### src/rvex_pkg.sv
// Package for the RV32I execute unit: opcodes, function codes, constants
// and the execute-stage result struct. No dependencies.
package rvex_pkg;

   localparam int MEM_ADDR_BITS_DEF = 16;
   localparam int OUT_BITS = 112;

   localparam logic [6:0] OP_REG    = 7'h33;
   localparam logic [6:0] OP_LOAD   = 7'h03;
   localparam logic [6:0] OP_IMM    = 7'h13;
   localparam logic [6:0] OP_STORE  = 7'h23;
   localparam logic [6:0] OP_BRANCH = 7'h63;
   localparam logic [6:0] OP_LUI    = 7'h37;
   localparam logic [6:0] OP_AUIPC  = 7'h17;
   localparam logic [6:0] OP_JAL    = 7'h6F;
   localparam logic [6:0] OP_JALR   = 7'h67;
   localparam logic [6:0] OP_SYSTEM = 7'h73;

   localparam logic [6:0] F7_BASE = 7'h00;
   localparam logic [6:0] F7_ALT  = 7'h20;

   localparam logic [2:0] F3_ADD  = 3'd0;
   localparam logic [2:0] F3_SLL  = 3'd1;
   localparam logic [2:0] F3_SLT  = 3'd2;
   localparam logic [2:0] F3_SLTU = 3'd3;
   localparam logic [2:0] F3_XOR  = 3'd4;
   localparam logic [2:0] F3_SR   = 3'd5;
   localparam logic [2:0] F3_OR   = 3'd6;
   localparam logic [2:0] F3_AND  = 3'd7;

   localparam logic [2:0] F3_BYTE  = 3'd0;
   localparam logic [2:0] F3_HALF  = 3'd1;
   localparam logic [2:0] F3_WORD  = 3'd2;
   localparam logic [2:0] F3_BYTEU = 3'd4;
   localparam logic [2:0] F3_HALFU = 3'd5;

   localparam logic [2:0] F3_BEQ  = 3'd0;
   localparam logic [2:0] F3_BNE  = 3'd1;
   localparam logic [2:0] F3_BLT  = 3'd4;
   localparam logic [2:0] F3_BGE  = 3'd5;
   localparam logic [2:0] F3_BLTU = 3'd6;
   localparam logic [2:0] F3_BGEU = 3'd7;

   localparam logic [31:0] ECALL_WORD = 32'h0000_0073;
   localparam logic [31:0] EXIT_CODE  = 32'd10;
   localparam logic [4:0]  ECALL_ARG  = 5'd17;
   localparam logic [31:0] UPPER_MASK = 32'hFFFF_F000;
   localparam logic [31:0] HALT_PC    = 32'hFFFF_FFFF;

   typedef struct packed {
      logic [31:0] npc;
      logic        wr;
      logic [31:0] val;
      logic        st;
      logic        ld;
      logic [2:0]  f3;
      logic        halt;
      logic        bad;
      logic [31:0] addr;
   } ex_type;

endpackage

### src/rvex_alu.sv
// Decode and execute logic for one RV32I instruction: ALU result, next pc,
// memory address and control flags. Depends on rvex_pkg.
module rvex_alu (
   input  logic [31:0]    instr,
   input  logic [31:0]    pc,
   input  logic [31:0]    a,
   input  logic [31:0]    b,
   output rvex_pkg::ex_type res
);

   logic [6:0]  op;
   logic [2:0]  f3;
   logic [6:0]  f7;
   logic [4:0]  rd;
   logic [4:0]  sh;
   logic [31:0] immi, imms, immb, immj, immu;
   logic        take;

   assign op = instr[6:0];
   assign rd = instr[11:7];
   assign f3 = instr[14:12];
   assign f7 = instr[31:25];
   assign sh = instr[24:20];
   assign immi = {{20{instr[31]}}, instr[31:20]};
   assign imms = {{20{instr[31]}}, instr[31:25], instr[11:7]};
   assign immb = {{19{instr[31]}}, instr[31], instr[7], instr[30:25], instr[11:8], 1'b0};
   assign immj = {{11{instr[31]}}, instr[31], instr[19:12], instr[20], instr[30:21], 1'b0};
   assign immu = instr & rvex_pkg::UPPER_MASK;

   always_comb begin
      res      = '0;
      res.npc  = pc + 32'd4;
      res.f3   = f3;
      res.addr = a + immi;
      take     = 1'b0;
      case (op)
         rvex_pkg::OP_REG: begin
            res.wr = 1'b1;
            if (f7 == rvex_pkg::F7_ALT && f3 == rvex_pkg::F3_ADD) begin
               res.val = a - b;
            end else if (f7 == rvex_pkg::F7_ALT && f3 == rvex_pkg::F3_SR) begin
               res.val = 32'($signed(a) >>> b[4:0]);
            end else if (f7 != rvex_pkg::F7_BASE) begin
               res.bad = 1'b1;
            end else begin
               case (f3)
                  rvex_pkg::F3_ADD:  res.val = a + b;
                  rvex_pkg::F3_SLL:  res.val = a << b[4:0];
                  rvex_pkg::F3_SLT:  res.val = {31'b0, $signed(a) < $signed(b)};
                  rvex_pkg::F3_SLTU: res.val = {31'b0, a < b};
                  rvex_pkg::F3_XOR:  res.val = a ^ b;
                  rvex_pkg::F3_SR:   res.val = a >> b[4:0];
                  rvex_pkg::F3_OR:   res.val = a | b;
                  default:           res.val = a & b;
               endcase
            end
         end
         rvex_pkg::OP_IMM: begin
            res.wr = 1'b1;
            case (f3)
               rvex_pkg::F3_ADD:  res.val = a + immi;
               rvex_pkg::F3_SLT:  res.val = {31'b0, $signed(a) < $signed(immi)};
               rvex_pkg::F3_SLTU: res.val = {31'b0, a < immi};
               rvex_pkg::F3_XOR:  res.val = a ^ immi;
               rvex_pkg::F3_OR:   res.val = a | immi;
               rvex_pkg::F3_AND:  res.val = a & immi;
               rvex_pkg::F3_SLL: begin
                  if (f7 != rvex_pkg::F7_BASE) res.bad = 1'b1;
                  else res.val = a << sh;
               end
               default: begin
                  if (f7 == rvex_pkg::F7_ALT) res.val = 32'($signed(a) >>> sh);
                  else if (f7 == rvex_pkg::F7_BASE) res.val = a >> sh;
                  else res.bad = 1'b1;
               end
            endcase
         end
         rvex_pkg::OP_LOAD: begin
            res.wr = 1'b1;
            res.ld = 1'b1;
            case (f3)
               rvex_pkg::F3_BYTE, rvex_pkg::F3_HALF, rvex_pkg::F3_WORD,
               rvex_pkg::F3_BYTEU, rvex_pkg::F3_HALFU: res.ld = 1'b1;
               default: res.bad = 1'b1;
            endcase
         end
         rvex_pkg::OP_STORE: begin
            res.addr = a + imms;
            if (f3 > rvex_pkg::F3_WORD) res.bad = 1'b1;
            else res.st = 1'b1;
         end
         rvex_pkg::OP_BRANCH: begin
            case (f3)
               rvex_pkg::F3_BEQ:  take = (a == b);
               rvex_pkg::F3_BNE:  take = (a != b);
               rvex_pkg::F3_BLT:  take = $signed(a) < $signed(b);
               rvex_pkg::F3_BGE:  take = !($signed(a) < $signed(b));
               rvex_pkg::F3_BLTU: take = (a < b);
               rvex_pkg::F3_BGEU: take = (a >= b);
               default:           res.bad = 1'b1;
            endcase
            if (take) res.npc = pc + immb;
         end
         rvex_pkg::OP_LUI: begin
            res.wr  = 1'b1;
            res.val = immu;
         end
         rvex_pkg::OP_AUIPC: begin
            res.wr  = 1'b1;
            res.val = pc + immu;
         end
         rvex_pkg::OP_JAL: begin
            res.wr  = 1'b1;
            res.val = pc + 32'd4;
            res.npc = pc + immj;
         end
         rvex_pkg::OP_JALR: begin
            if (f3 != rvex_pkg::F3_ADD) begin
               res.bad = 1'b1;
            end else begin
               res.wr  = 1'b1;
               res.val = pc + 32'd4;
               res.npc = (a + immi) & ~32'd1;
            end
         end
         rvex_pkg::OP_SYSTEM: begin
            if (instr != rvex_pkg::ECALL_WORD) begin
               res.bad = 1'b1;
            end else if (b == rvex_pkg::EXIT_CODE) begin
               res.halt = 1'b1;
               res.npc  = rvex_pkg::HALT_PC;
            end
         end
         default: res.bad = 1'b1;
      endcase
      if (res.bad) begin
         res.wr  = 1'b0;
         res.st  = 1'b0;
         res.ld  = 1'b0;
         res.npc = pc;
      end
      if (rd == 5'd0) res.wr = 1'b0;
   end

endmodule

### config.mk
export PLATFORM = sky130hd
export DESIGN_NAME = rvex_alu
export DESIGN_NICKNAME = d
export VERILOG_FILES = /design/src/rvex_pkg.sv /design/src/rvex_alu.sv
export SDC_FILE = /design/constraint.sdc
export NUM_CORES = 2
export LEC_CHECK = 0
export BUFFER_PORTS_ARGS = -buffer_cell sky130_fd_sc_hd__buf_4
export CAP_MARGIN = 10
export CORE_UTILIZATION = 45
export DETAILED_ROUTE_END_ITERATION = 6
export PLACE_DENSITY = 0.69
export SLEW_MARGIN = 10
export SYNTH_ARGS = -nofsm -noshare
export SYNTH_HDL_FRONTEND = slang
export SYNTH_SLANG_ARGS = --single-unit
### constraint.sdc
create_clock -name vclk -period 8.7
set_input_delay 1.74 -clock vclk [all_inputs]
set_output_delay 1.74 -clock vclk [all_outputs]
set_load 0.02 [all_outputs]
==> summary.md <==
| Metric | Value |
|---|---|
| Final WL | `approximately 160,000 um` |
| Worst-path cell chain | `buf_4 -> inv_1 -> ha_1 -> or4_1 -> nor3_1 -> a222oi_1 -> o41ai_1 -> a211oi_1 -> o31ai_1 -> xnor2_1 -> o21ai_0 -> a221oi_1 -> o21ai_0 -> buf_4` |
| Initial Util | `0.456` |
| Maxcap violations | `0` |
| Element type at the critical path end | `primary output` |
| Peak fanout along the critical path | `8` |
| Fraction of layout cells with a size suffix above 1 | `0.147` |
| Final Non-Filler Cells | `between 4,000 and 5,000` |
| Area Growth Syn to Fin | `11.3%` |
| Nets | `4,114` |
| First-pass GRT wire length | `around 220,000 um` |
| Critical path class | `input port to primary output` |
| Fillcell total | `5,541` |
| Multi-input gate area | `0.0222 mm^2` |
| Commonest non-fill, non-tap cells in the layout | `a21oi_1 (457), nor2_1 (445), buf_4 (387)` |
| Vias per inst | `7.51` |
| Placed Cells | `roughly 4,400` |
| Crit path required time | `a little under 7 ns` |
| Detailed Route Iter0 Violations | `between 6,000 and 7,000` |
| Max-Slew Margin vs Limit | `0.195` |
| Hold_buf cts | `0` |
| Status | `complete, but fails checks` |
| Failing checks | `design-rule violations` |
| Largest net degree at the start of global routing | `86` |
| GR Util All Layers | `0.569` |
| Io pins | `232` |
| Syn Inst Count | `~3,600` |
| Sequential cells | `0` |
| Worst setup margin | `approximately 0.13 ns` |
| Critical Path Source Type | `input port` |
| Setup TNS | `0 ns` |
| Fin. max-slew vios | `0` |
| Most common cell after layout, fill and taps aside | `a21oi_1` |
| Hold Path Sink | `res[103]` |
| GPL Wtd Cong | `1.16` |
| Die Wd | `233 um` |
| # resized after CTS | `0` |
| Fin crit share | `0.985` |
| Drt first pass iters | `7` |
| Row count | `84` |
| RSZ-0062 raised after global routing | `no` |
| Mapped Area | `about 0.024 mm^2` |
| Setup Buffers After CTS | `0` |
| Warnings, synthesis | `0` |
| Syn nets | `a little over 4,000` |
| Post-route minimum period | `8.57 ns` |
| DRC violations left | `4` |
| Hold Fails Final Rpt | `0` |
| Register area share after synthesis | `0` |
| Port bufs | `232` |
| Max Fclk | `about 0.12 GHz` |
| Crit-path slowest cell | `a221oi_1` |
| Antenna-violating nets left | `0` |
| Worst min path class | `input port to primary output` |
| Worst path arrival time | `slightly below 7 ns` |
| Die height | `roughly 230 um` |
| Worst Max-Slew Pin Slew | `about 1.2 ns` |
| Post-DR wirelength/cell | `about 36 um` |
| Overflow after GRT | `0` |
| Worst Min Path Start | `pc[31]` |
| Distinct cells, synth | `83` |
| HPWL after detailed placement | `around 130,000 um` |
| Hold depth | `3` |
| Number of global-route vias before repair | `29,565` |
| Full die area | `between 0.05 and 0.06 mm^2` |
| Core box area | `about 0.053 mm^2` |
| Clock Buffer Count | `0` |
| Post-Place Worst Slack | `0.691 ns` |
| Final setup vio count | `0` |
| Sequential Area | `0 um^2` |
| Post-Syn Area per Cell | `between 6 and 7 um^2` |
| Total number of vias | `33,235` |
| Critical Path Max Stage Delay | `about 0.73 ns` |
| Initial antenna violation count | `20` |
per-layer routing:
| metal | up-vias | part of all wire | track usage |
|---|---|---|---|
| li1 | 13691 | - | - |
| met1 | 15477 | 0.36 | 0.711 |
| met2 | 3273 | 0.37 | 0.768 |
| met3 | 776 | 0.17 | 0.255 |
| met4 | 18 | 0.090 | 0.391 |
| met5 | - | 0.0012 | 0.0129 |
cell type report:
type,instances,area share
inverter,169,0.0238
multi-input combinational,3164,0.831
timing repair buffer,390,0.111
antenna,12,0.00113
tap,688,0.0323
synthesized netlist by cell type (all sizes together), types with 29 or more instances:
library cell | n | area, um^2
or3 | 29 | 181
clkbuf | 255 | 957
nor3 | 90 | 472
o211ai | 61 | 468
a21o | 60 | 450
xor2 | 68 | 596
o221ai | 46 | 403
nor2 | 448 | 1680
o22ai | 41 | 257
mux2i | 86 | 861
o21ai | 333 | 1670
mux4 | 104 | 2340
ha | 254 | 3180
o21bai | 52 | 390
a221oi | 35 | 313
buf | 50 | 228
a21oi | 459 | 2300
a31oi | 43 | 269
nand4 | 30 | 188
a211oi | 39 | 293
inv | 163 | 612
nand3 | 64 | 325
nand2 | 296 | 1110
xnor2 | 123 | 1080
worst max-delay path by stage:
stage,from,to,slack (ns),cells past startpoint
final,a[13],res[63],0.13,14
after global placement,a[6],res[66],0.62,16
after CTS,a[6],res[66],0.67,16
after detailed placement,a[6],res[66],0.69,16
after global routing,a[6],res[66],0.29,16
after floorplan,b[2],res[84],0.75,18
cells by family (layout without fill, tap and decap cells):
family / count (synthesis) / after routing / share of synthesized area
AOI/OAI and AO/OA: 1399 / 1399 / 0.369
and+or+nand+nor: 1116 / 1116 / 0.209
buffers and inverters: 474 / 559 / 0.0760
adders and majority gates: 261 / 261 / 0.139
muxes: 197 / 197 / 0.137
xor gates and xnor gates: 191 / 191 / 0.0699
other: 0 / 12 / 0
per-stage QoR:
step / cell area, um^2 / util / hold slack [ns]
after global placement: 26600 / 0.506 / 3.85
final: 26600 / 0.507 / 3.86
after CTS: 26600 / 0.506 / 3.86
after detailed placement: 26600 / 0.506 / 3.85
after floorplan: 23900 / - / 3.59
after global routing: 26600 / 0.506 / 3.86
worst max-delay path: cells and delay by family:
kind	cells	cell delay (ns)
buf+inv	3	0.56
xor+xnor	1	0.24
fa+ha+maj	1	0.39
simple gates	2	1.16
compound gates	7	2.73
